`src/rtl/core/alwc_pkg.sv`:
```
package alwc_pkg;

    // Fixed field widths of the command and result ports
    localparam int FIELD_W  = 32;
    localparam int OPCODE_W = 3;
    localparam int COUNT_W  = 7;

    // Opcodes
    localparam logic [OPCODE_W-1:0] OP_CLEAR  = 3'd0;
    localparam logic [OPCODE_W-1:0] OP_INSERT = 3'd1;
    localparam logic [OPCODE_W-1:0] OP_FIRST  = 3'd2;
    localparam logic [OPCODE_W-1:0] OP_NEXT   = 3'd3;
    localparam logic [OPCODE_W-1:0] OP_REMOVE = 3'd4;

    // Completion status handed from the sequencer to the result stage
    typedef struct packed {
        logic valid;
        logic ok;
    } alwc_fin_t;

endpackage

```
`src/rtl/core/array_list_with_cursor_core.sv`:
```
// Ordered list of up to CAPACITY entries with a read cursor.
// Command channel: opcode and data_in are taken at a rising edge where start
// is high and busy is low. Opcodes: clear, insert, first, next, remove.
// Result channel: done is high for exactly one cycle with ok, data_out and
// count; the receiver cannot stall, so each result beat is taken that cycle.
// Result and busy behaviour:
//   clear, insert, unused opcodes and any failing command: result in the cycle
//   after acceptance, busy stays low, a new command may follow at once.
//   first and next: entry read in the READ state, result registered after it,
//   busy high while in READ. remove: entry at the cursor read in READ, then
//   entries above it move down in SHIFT; the store reads one entry and writes
//   one entry per cycle to close the gap, and busy stays high until the result.
// Reset: list empty, cursor at zero, no result pending. Entry contents are not
// cleared; only entries below the count are ever read back.
module array_list_with_cursor_core
    import alwc_pkg::*;
#(
    parameter int CAPACITY   = 64,
    parameter int DATA_WIDTH = 32
)
(
    input  logic                       clk,
    input  logic                       rst_n,
    input  logic                       start,
    output logic                       busy,
    input  logic [OPCODE_W-1:0]        opcode,
    input  logic signed [FIELD_W-1:0]  data_in,
    output logic                       done,
    output logic                       ok,
    output logic signed [FIELD_W-1:0]  data_out,
    output logic [COUNT_W-1:0]         count
);

    localparam int AW    = (CAPACITY > 1) ? $clog2(CAPACITY) : 1;
    localparam int CNT_W = $clog2(CAPACITY + 1);
    localparam int EXT_W = (DATA_WIDTH > FIELD_W) ? DATA_WIDTH : FIELD_W;

    logic signed [EXT_W-1:0] din_ext;
    logic [EXT_W-1:0]        dout_ext;
    logic [DATA_WIDTH-1:0]   wr_value;

    logic                    mem_we;
    logic [AW-1:0]           mem_waddr;
    logic [DATA_WIDTH-1:0]   mem_wdata;
    logic [AW-1:0]           mem_raddr;
    logic [DATA_WIDTH-1:0]   mem_rdata;

    alwc_fin_t               fin;
    logic [DATA_WIDTH-1:0]   fin_data;
    logic [CNT_W-1:0]        fin_count;

    logic                    done_reg;
    logic                    ok_reg;
    logic [FIELD_W-1:0]      data_out_reg, data_out_next;
    logic [COUNT_W-1:0]      count_reg, count_next;

    // Fit the command value to the entry width
    assign din_ext  = EXT_W'(data_in);
    assign wr_value = din_ext[DATA_WIDTH-1:0];

    alwc_store #(
        .DATA_WIDTH (DATA_WIDTH),
        .DEPTH      (CAPACITY),
        .AW         (AW)
    ) u_store (
        .clk   (clk),
        .we    (mem_we),
        .waddr (mem_waddr),
        .wdata (mem_wdata),
        .raddr (mem_raddr),
        .rdata (mem_rdata)
    );

    alwc_ctrl #(
        .DATA_WIDTH (DATA_WIDTH),
        .CAPACITY   (CAPACITY),
        .AW         (AW),
        .CNT_W      (CNT_W)
    ) u_ctrl (
        .clk       (clk),
        .rst_n     (rst_n),
        .start     (start),
        .opcode    (opcode),
        .wr_value  (wr_value),
        .busy      (busy),
        .mem_we    (mem_we),
        .mem_waddr (mem_waddr),
        .mem_wdata (mem_wdata),
        .mem_raddr (mem_raddr),
        .mem_rdata (mem_rdata),
        .fin       (fin),
        .fin_data  (fin_data),
        .fin_count (fin_count)
    );

    // Fit the returned entry and count to the result fields
    assign dout_ext      = EXT_W'(fin_data);
    assign data_out_next = dout_ext[FIELD_W-1:0];
    assign count_next    = COUNT_W'(fin_count);

    // Result beat strobe
    always_ff @(posedge clk or negedge rst_n)
    begin
        if (!rst_n)
        begin
            done_reg <= 1'b0;
            ok_reg   <= 1'b0;
        end
        else
        begin
            done_reg <= fin.valid;
            ok_reg   <= fin.valid & fin.ok;
        end
    end

    // Result payload
    always_ff @(posedge clk)
    begin
        if (fin.valid)
        begin
            data_out_reg <= data_out_next;
            count_reg    <= count_next;
        end
    end

    assign done     = done_reg;
    assign ok       = ok_reg;
    assign data_out = signed'(data_out_reg);
    assign count    = count_reg;

    // A result beat only leaves once the sequencer is back to idle
    assert property (@(posedge clk) disable iff (!rst_n) done |-> !busy)
        else $error("result beat while busy");

    // Single-cycle commands answer on the next beat
    assert property (@(posedge clk) disable iff (!rst_n)
        (start && !busy && opcode != OP_FIRST && opcode != OP_NEXT && opcode != OP_REMOVE)
        |=> done)
        else $error("single-cycle command gave no result");

    // Clear always succeeds and empties the list
    assert property (@(posedge clk) disable iff (!rst_n)
        (start && !busy && opcode == OP_CLEAR) |=> (done && ok && count == '0))
        else $error("clear did not empty the list");

    // A failed command returns no data
    assert property (@(posedge clk) disable iff (!rst_n)
        (done && !ok) |-> (data_out == '0))
        else $error("failed command returned data");

endmodule

```
`src/rtl/core/alwc_store.sv`:
```
module alwc_store
    import alwc_pkg::*;
#(
    parameter int DATA_WIDTH = 32,
    parameter int DEPTH      = 64,
    parameter int AW         = 6
)
(
    input  logic                  clk,
    input  logic                  we,
    input  logic [AW-1:0]         waddr,
    input  logic [DATA_WIDTH-1:0] wdata,
    input  logic [AW-1:0]         raddr,
    output logic [DATA_WIDTH-1:0] rdata
);

    logic [DATA_WIDTH-1:0] mem [DEPTH];
    logic [DATA_WIDTH-1:0] rdata_reg;

    // Write one entry per cycle
    always_ff @(posedge clk)
    begin
        if (we)
        begin
            mem[waddr] <= wdata;
        end
    end

    // Registered read, every cycle
    always_ff @(posedge clk)
    begin
        rdata_reg <= mem[raddr];
    end

    assign rdata = rdata_reg;

endmodule

```
`src/rtl/core/alwc_ctrl.sv`:
```
module alwc_ctrl
    import alwc_pkg::*;
#(
    parameter int DATA_WIDTH = 32,
    parameter int CAPACITY   = 64,
    parameter int AW         = 6,
    parameter int CNT_W      = 7
)
(
    input  logic                      clk,
    input  logic                      rst_n,
    input  logic                      start,
    input  logic [OPCODE_W-1:0]       opcode,
    input  logic [DATA_WIDTH-1:0]     wr_value,
    output logic                      busy,
    output logic                      mem_we,
    output logic [AW-1:0]             mem_waddr,
    output logic [DATA_WIDTH-1:0]     mem_wdata,
    output logic [AW-1:0]             mem_raddr,
    input  logic [DATA_WIDTH-1:0]     mem_rdata,
    output alwc_fin_t                 fin,
    output logic [DATA_WIDTH-1:0]     fin_data,
    output logic [CNT_W-1:0]          fin_count
);

    localparam int CW = CNT_W + 1;

    localparam logic [1:0] ST_IDLE  = 2'd0;
    localparam logic [1:0] ST_READ  = 2'd1;
    localparam logic [1:0] ST_SHIFT = 2'd2;

    logic [1:0]            state_reg, state_next;
    logic                  remove_reg, remove_next;
    logic [CNT_W-1:0]      count_reg, count_next;
    logic signed [CW-1:0]  cursor_reg, cursor_next;
    logic [CNT_W-1:0]      idx_reg, idx_next;
    logic [DATA_WIDTH-1:0] hold_reg, hold_next;

    logic signed [CW-1:0]  cnt_s;
    logic signed [CW-1:0]  cur_inc;
    logic signed [CW-1:0]  cur_dec;
    logic [CNT_W-1:0]      cnt_dec;
    logic [CNT_W-1:0]      idx_inc;
    logic [CNT_W-1:0]      idx_plus2;

    assign cnt_s     = signed'({1'b0, count_reg});
    assign cur_inc   = cursor_reg + $signed(CW'(1));
    assign cur_dec   = cursor_reg - $signed(CW'(1));
    assign cnt_dec   = count_reg - CNT_W'(1);
    assign idx_inc   = idx_reg + CNT_W'(1);
    assign idx_plus2 = idx_reg + CNT_W'(2);

    assign busy      = (state_reg != ST_IDLE);
    assign fin_count = count_next;

    // Sequencer: decode a command; for remove, walk the store one entry per cycle
    always_comb
    begin
        state_next  = state_reg;
        remove_next = remove_reg;
        count_next  = count_reg;
        cursor_next = cursor_reg;
        idx_next    = idx_reg;
        hold_next   = hold_reg;
        mem_we      = 1'b0;
        mem_waddr   = count_reg[AW-1:0];
        mem_wdata   = wr_value;
        mem_raddr   = cursor_reg[AW-1:0];
        fin         = '{valid: 1'b0, ok: 1'b0};
        fin_data    = '0;

        unique case (state_reg)
            ST_IDLE:
            begin
                if (start)
                begin
                    unique case (opcode)
                        OP_CLEAR:
                        begin
                            count_next  = '0;
                            cursor_next = '0;
                            fin         = '{valid: 1'b1, ok: 1'b1};
                        end
                        OP_INSERT:
                        begin
                            if (count_reg != CNT_W'(CAPACITY))
                            begin
                                mem_we     = 1'b1;
                                count_next = count_reg + CNT_W'(1);
                                fin        = '{valid: 1'b1, ok: 1'b1};
                            end
                            else
                            begin
                                fin = '{valid: 1'b1, ok: 1'b0};
                            end
                        end
                        OP_FIRST:
                        begin
                            mem_raddr = '0;
                            if (count_reg != '0)
                            begin
                                cursor_next = '0;
                                remove_next = 1'b0;
                                state_next  = ST_READ;
                            end
                            else
                            begin
                                fin = '{valid: 1'b1, ok: 1'b0};
                            end
                        end
                        OP_NEXT:
                        begin
                            mem_raddr = cur_inc[AW-1:0];
                            if (cur_inc < cnt_s)
                            begin
                                cursor_next = cur_inc;
                                remove_next = 1'b0;
                                state_next  = ST_READ;
                            end
                            else
                            begin
                                fin = '{valid: 1'b1, ok: 1'b0};
                            end
                        end
                        OP_REMOVE:
                        begin
                            if (!cursor_reg[CW-1] && (cursor_reg < cnt_s))
                            begin
                                remove_next = 1'b1;
                                state_next  = ST_READ;
                            end
                            else
                            begin
                                fin = '{valid: 1'b1, ok: 1'b0};
                            end
                        end
                        default:
                        begin
                            fin = '{valid: 1'b1, ok: 1'b0};
                        end
                    endcase
                end
            end
            ST_READ:
            begin
                if (!remove_reg)
                begin
                    fin        = '{valid: 1'b1, ok: 1'b1};
                    fin_data   = mem_rdata;
                    state_next = ST_IDLE;
                end
                else if (cur_inc == cnt_s)
                begin
                    // Last entry removed: nothing to close up
                    fin         = '{valid: 1'b1, ok: 1'b1};
                    fin_data    = mem_rdata;
                    count_next  = cnt_dec;
                    cursor_next = cur_dec;
                    state_next  = ST_IDLE;
                end
                else
                begin
                    hold_next  = mem_rdata;
                    mem_raddr  = cur_inc[AW-1:0];
                    idx_next   = cursor_reg[CNT_W-1:0];
                    state_next = ST_SHIFT;
                end
            end
            ST_SHIFT:
            begin
                // Move the entry above down into the gap
                mem_we    = 1'b1;
                mem_waddr = idx_reg[AW-1:0];
                mem_wdata = mem_rdata;
                if (idx_inc == cnt_dec)
                begin
                    fin         = '{valid: 1'b1, ok: 1'b1};
                    fin_data    = hold_reg;
                    count_next  = cnt_dec;
                    cursor_next = cur_dec;
                    state_next  = ST_IDLE;
                end
                else
                begin
                    mem_raddr = idx_plus2[AW-1:0];
                    idx_next  = idx_inc;
                end
            end
            default:
            begin
                state_next = ST_IDLE;
            end
        endcase
    end

    // Control state
    always_ff @(posedge clk or negedge rst_n)
    begin
        if (!rst_n)
        begin
            state_reg  <= ST_IDLE;
            remove_reg <= 1'b0;
            count_reg  <= '0;
            cursor_reg <= '0;
            idx_reg    <= '0;
        end
        else
        begin
            state_reg  <= state_next;
            remove_reg <= remove_next;
            count_reg  <= count_next;
            cursor_reg <= cursor_next;
            idx_reg    <= idx_next;
        end
    end

    // Payload hold, no reset
    always_ff @(posedge clk)
    begin
        hold_reg <= hold_next;
    end

endmodule
```
`config.mk`:
```
export PLATFORM = sky130hd
export DESIGN_NAME = array_list_with_cursor_core
export DESIGN_NICKNAME = d
export VERILOG_FILES = /design/src/rtl/core/alwc_pkg.sv /design/src/rtl/core/array_list_with_cursor_core.sv /design/src/rtl/core/alwc_store.sv /design/src/rtl/core/alwc_ctrl.sv
export SDC_FILE = /design/constraint.sdc
export NUM_CORES = 2
export LEC_CHECK = 0
export BUFFER_PORTS_ARGS = -buffer_cell sky130_fd_sc_hd__buf_2
export CAP_MARGIN = 20
export CORE_MARGIN = 8
export CORE_UTILIZATION = 50
export DETAILED_ROUTE_END_ITERATION = 10
export HOLD_SLACK_MARGIN = 0.06
export PLACE_DENSITY = 0.77
export SYNTH_ARGS = -nofsm -noshare
export SYNTH_HDL_FRONTEND = slang
export SYNTH_HIERARCHICAL = 1
export SYNTH_SLANG_ARGS = --single-unit
export TNS_END_PERCENT = 50
```
`constraint.sdc`:
```
create_clock -name clk -period 15.6 [get_ports clk]
set_clock_uncertainty 0.2 [all_clocks]
set_input_delay 0 -clock clk [delete_from_list [all_inputs] [get_ports clk]]
set_output_delay 0 -clock clk [all_outputs]
set_load 0.005 [all_outputs]
```
==> metrics.md <==
| Metric | Value |
|---|---|
| Multi-input gate area | `around 19000 µm²` |
| Clock H-tree levels | `4` |
| Most frequent cells in the layout | `edfxtp_1, mux4_2, clkbuf_16` |
| Fill count | `about 11000` |
| Post-Syn Instances | `3875` |
| First-pass GRT wire length | `between 300000 and 400000 µm` |
| Max VDD drop | `~0.20 mV` |
| Pre-Repair DR Iteration Count | `9` |
| Hold Vio Cnt, Final | `0` |
| Setup crit end kind | `register` |
| Sequential-to-total area share from yosys stat | `0.7707` |
| PnR worst setup slack | `7.262 ns` |
| CTS tree | `done` |
| Post-layout util | `0.5705` |
| Wire length per cell | `about 34 µm` |
| Smallest hold slack | `around 0.09 ns` |
| Status | `completed` |
| Final setup vio count | `0` |
| Area Growth Syn to Fin | `13.21%` |
| Routed Antenna Nets | `0` |
| Post-DP HPWL | `114200 µm` |
| Total number of vias | `between 40000 and 50000` |
| GP Congestion | `0.8751` |
| Initial core utilization | `0.5040` |
| Vias in the first global route | `between 40000 and 50000` |
| Io pins | `80` |
| Cell Rows | `150` |
| Net Count, Synth | `slightly below 4000` |
| Pwr Density | `between 150 and 200 nW/µm²` |
| Number of synthesized flops with an enable pin | `between 2000 and 2500` |
| Mapped Avg Cell Area | `about 22 µm²` |
| R2R Setup Slk | `a little over 7 ns` |
| Chip Width | `roughly 430 µm` |
| Core area | `around 170000 µm²` |
| Die ar. | `around 180000 µm²` |
| Final min period | `8.339 ns` |
| Total grt overflow | `0` |
| Fin nets | `4190` |
| Biggest register | `u_store/mem` |
| Root buffer cell | `clkbuf_16` |
| DR iter-0 viols | `just over 7000` |
| Total GRT Usage | `0.2417` |
| Distinct cell type count after synthesis | `70` |
| Leakage power | `roughly 29 nW` |
| Hold Crit Class | `input pin to register` |
| Layout cells sized above 1 | `0.2751` |
| Clk_lat worst skew | `between 0.8 and 0.9 ns` |
| Antenna violations before repair | `9` |
| Largest register FFs | `~2000` |
| Rel. slew slack | `0.2252` |
| Async set-reset flop share out of synthesis | `0.01240` |
| Setup TNS | `0 ns` |
| Synth warn | `6` |
| Drt total wl | `223700 µm` |
| Number of max-cap violations | `0` |
| Worst path arrival time | `a little under 9 ns` |
| Clock Path Buffers | `3` |
| Critical path fanouts, max | `~110` |
| Final Max Tran Viols | `0` |
| Yosys reg bits | `approximately 2200` |
| Synthesized cell area | `84270 µm²` |
| Post-cts gate resize count | `0` |
| Crit path kind | `register to register` |
| Dpl ws | `about 7.2 ns` |
| CTS sink count | `2178` |
| FF+latch area | `roughly 65000 µm²` |
| Drt drc | `0` |
| Most common cell after layout, fill and taps aside | `edfxtp_1` |
| IO buf count | `79` |
| Cts bufs inserted | `200` |
| Die Span Y | `426.5 µm` |
| Critical path data required time | `16.05 ns` |
| Final period utilization | `0.5345` |
| Via-per-instance ratio | `between 6 and 7` |
| Largest net degree at the start of global routing | `117` |
| Maximum clock rate | `roughly 0.12 GHz` |
| Clock-pin slew on the worst setup and hold paths | `roughly 0.06 ns` |
| RSZ-0062 raised after global routing | `no` |
| Top FF cell, synth | `edfxtp_1` |
| CP Launch Type | `register` |
| Worst slew pin tran | `~1.2 ns` |
## metrics by stage
stage	power [W]	cells	instance area [µm²]
6_report	0.01766	6507	95410
3_5_place_dp	0.01270	6061	87890
2_1_floorplan	0.01093	3875	84270
4_1_cts	0.01758	6463	94690
3_3_place_gp	0.01261	6060	87870
5_1_grt	0.01818	6504	95400
## worst max-delay path, stage by stage (launching register included)
cell and delay [ns]:
dfrtp_1 0.66, and3_1 0.35, nand3_1 0.15, nand2_1 0.14
nand2_1 0.07, ha_1 0.31, and4_1 0.22, nand4b_1 0.12
nor3_1 0.12, nor2_4 0.58, buf_4 0.53, a221oi_1 0.19
o21ai_0 0.19, a21oi_1 0.13, o21ba_4 0.65, buf_12 0.57
buf_4 0.87, mux4_2 0.44, mux4_2 0.50, o22ai_1 0.76
nor2_1 0.14
## power breakdown
group          internal (W)  leakage (nW)  switching [W]  total [W]
clock network       0.00275          3.18        0.00212    0.00487
registers           0.00684          19.7       0.000191    0.00703
logic               0.00238          6.52        0.00338    0.00576
total                0.0120          29.4        0.00569     0.0177
## Yosys cell counts, types with 4 or more instances
| library cell | count | share of area |
|---|---|---|
| buf_6 | 8 | 0.0011 |
| mux4_2 | 544 | 0.15 |
| a41o_1 | 5 | 0.00059 |
| and2_1 | 4 | 0.00030 |
| nor2b_1 | 20 | 0.0015 |
| o32ai_1 | 6 | 0.00062 |
| a31oi_1 | 9 | 0.00067 |
| dfrtp_1 | 27 | 0.0080 |
| nor3_1 | 20 | 0.0012 |
| buf_4 | 25 | 0.0022 |
| mux2_2 | 34 | 0.0045 |
| xor2_1 | 8 | 0.00083 |
| a22oi_1 | 45 | 0.0040 |
| and3_1 | 10 | 0.00074 |
| o22ai_1 | 89 | 0.0066 |
| mux2i_1 | 95 | 0.011 |
| nand4_1 | 7 | 0.00052 |
| clkbuf_1 | 102 | 0.0045 |
| ha_1 | 24 | 0.0036 |
| o21ai_0 | 31 | 0.0018 |
| nor2_1 | 196 | 0.0087 |
| nand2_1 | 62 | 0.0028 |
| nand3b_1 | 5 | 0.00045 |
| a21o_1 | 5 | 0.00045 |
| nand3_1 | 22 | 0.0013 |
| edfxtp_1 | 2119 | 0.76 |
| nand2b_1 | 13 | 0.00097 |
| o31ai_1 | 4 | 0.00036 |
| buf_2 | 62 | 0.0037 |
| buf_1 | 22 | 0.00098 |
| o21a_1 | 6 | 0.00053 |
| xnor2_1 | 11 | 0.0011 |
| dfxtp_1 | 32 | 0.0076 |
| a21oi_1 | 94 | 0.0056 |
| a311oi_1 | 9 | 0.00094 |
| or2_2 | 4 | 0.00030 |
| o221ai_1 | 27 | 0.0028 |
| inv_1 | 20 | 0.00089 |
## final cells by class
class                           count  share of cell area
Multi-Input combinational cell   1457              0.1963
Sequential cell                  2178              0.6807
Timing Repair Buffer              270             0.02492
Inverter                           21           0.0008262
Tap cell                         2204             0.02890
Clock buffer                      264             0.05789
Clock inverter                    110             0.01033
Antenna cell                        3          0.00007869
## timing repair
action                    in CTS  in global routing
hold endpoints to repair     746                818
setup buffers                  0                  0
hold buffers                  28                 19
## final timing paths
| check | from | to | depth (start not counted) |
|---|---|---|---|
| worst min register to register | u_store/rdata[23] | u_ctrl/hold_reg[23] | 0 |
| worst min-delay path | data_in[8] | u_store/mem[43][8] | 3 |
| worst max register to register | u_ctrl/cursor_reg[2] | u_store/rdata[29] | 20 |
| worst max-delay path | u_ctrl/cursor_reg[2] | u_store/rdata[29] | 20 |
| min in group asynchronous | rst_n | u_ctrl/count_reg[5] | 5 |
| max in group asynchronous | rst_n | u_ctrl/state_reg[1] | 5 |
## metal layers
layer | up-vias | share of wire | wire length [µm] | GRT usage
li1 | 16809 | - | - | -
met1 | 22465 | 0.34 | 76080 | 0.3114
met2 | 3418 | 0.48 | 107500 | 0.3920
met3 | 610 | 0.13 | 28020 | 0.05657
met4 | 4 | 0.054 | 12150 | 0.1143
met5 | - | 0.00011 | 24 | 0
## logic make-up (layout without fill, tap and decap cells)
family / Yosys count / count (layout) / share of synthesized area
other: 0 / 3 / 0
buffers and inverters: 240 / 665 / 0.01344
xor gates and xnor gates: 20 / 20 / 0.002242
adders and majority gates: 24 / 24 / 0.003563
and+or+nand+nor: 385 / 385 / 0.02108
DFF: 2178 / 2178 / 0.7707
muxes: 677 / 677 / 0.1618
AOI/OAI and AO/OA: 351 / 351 / 0.02720
Power figures use the tool's default switching activity.
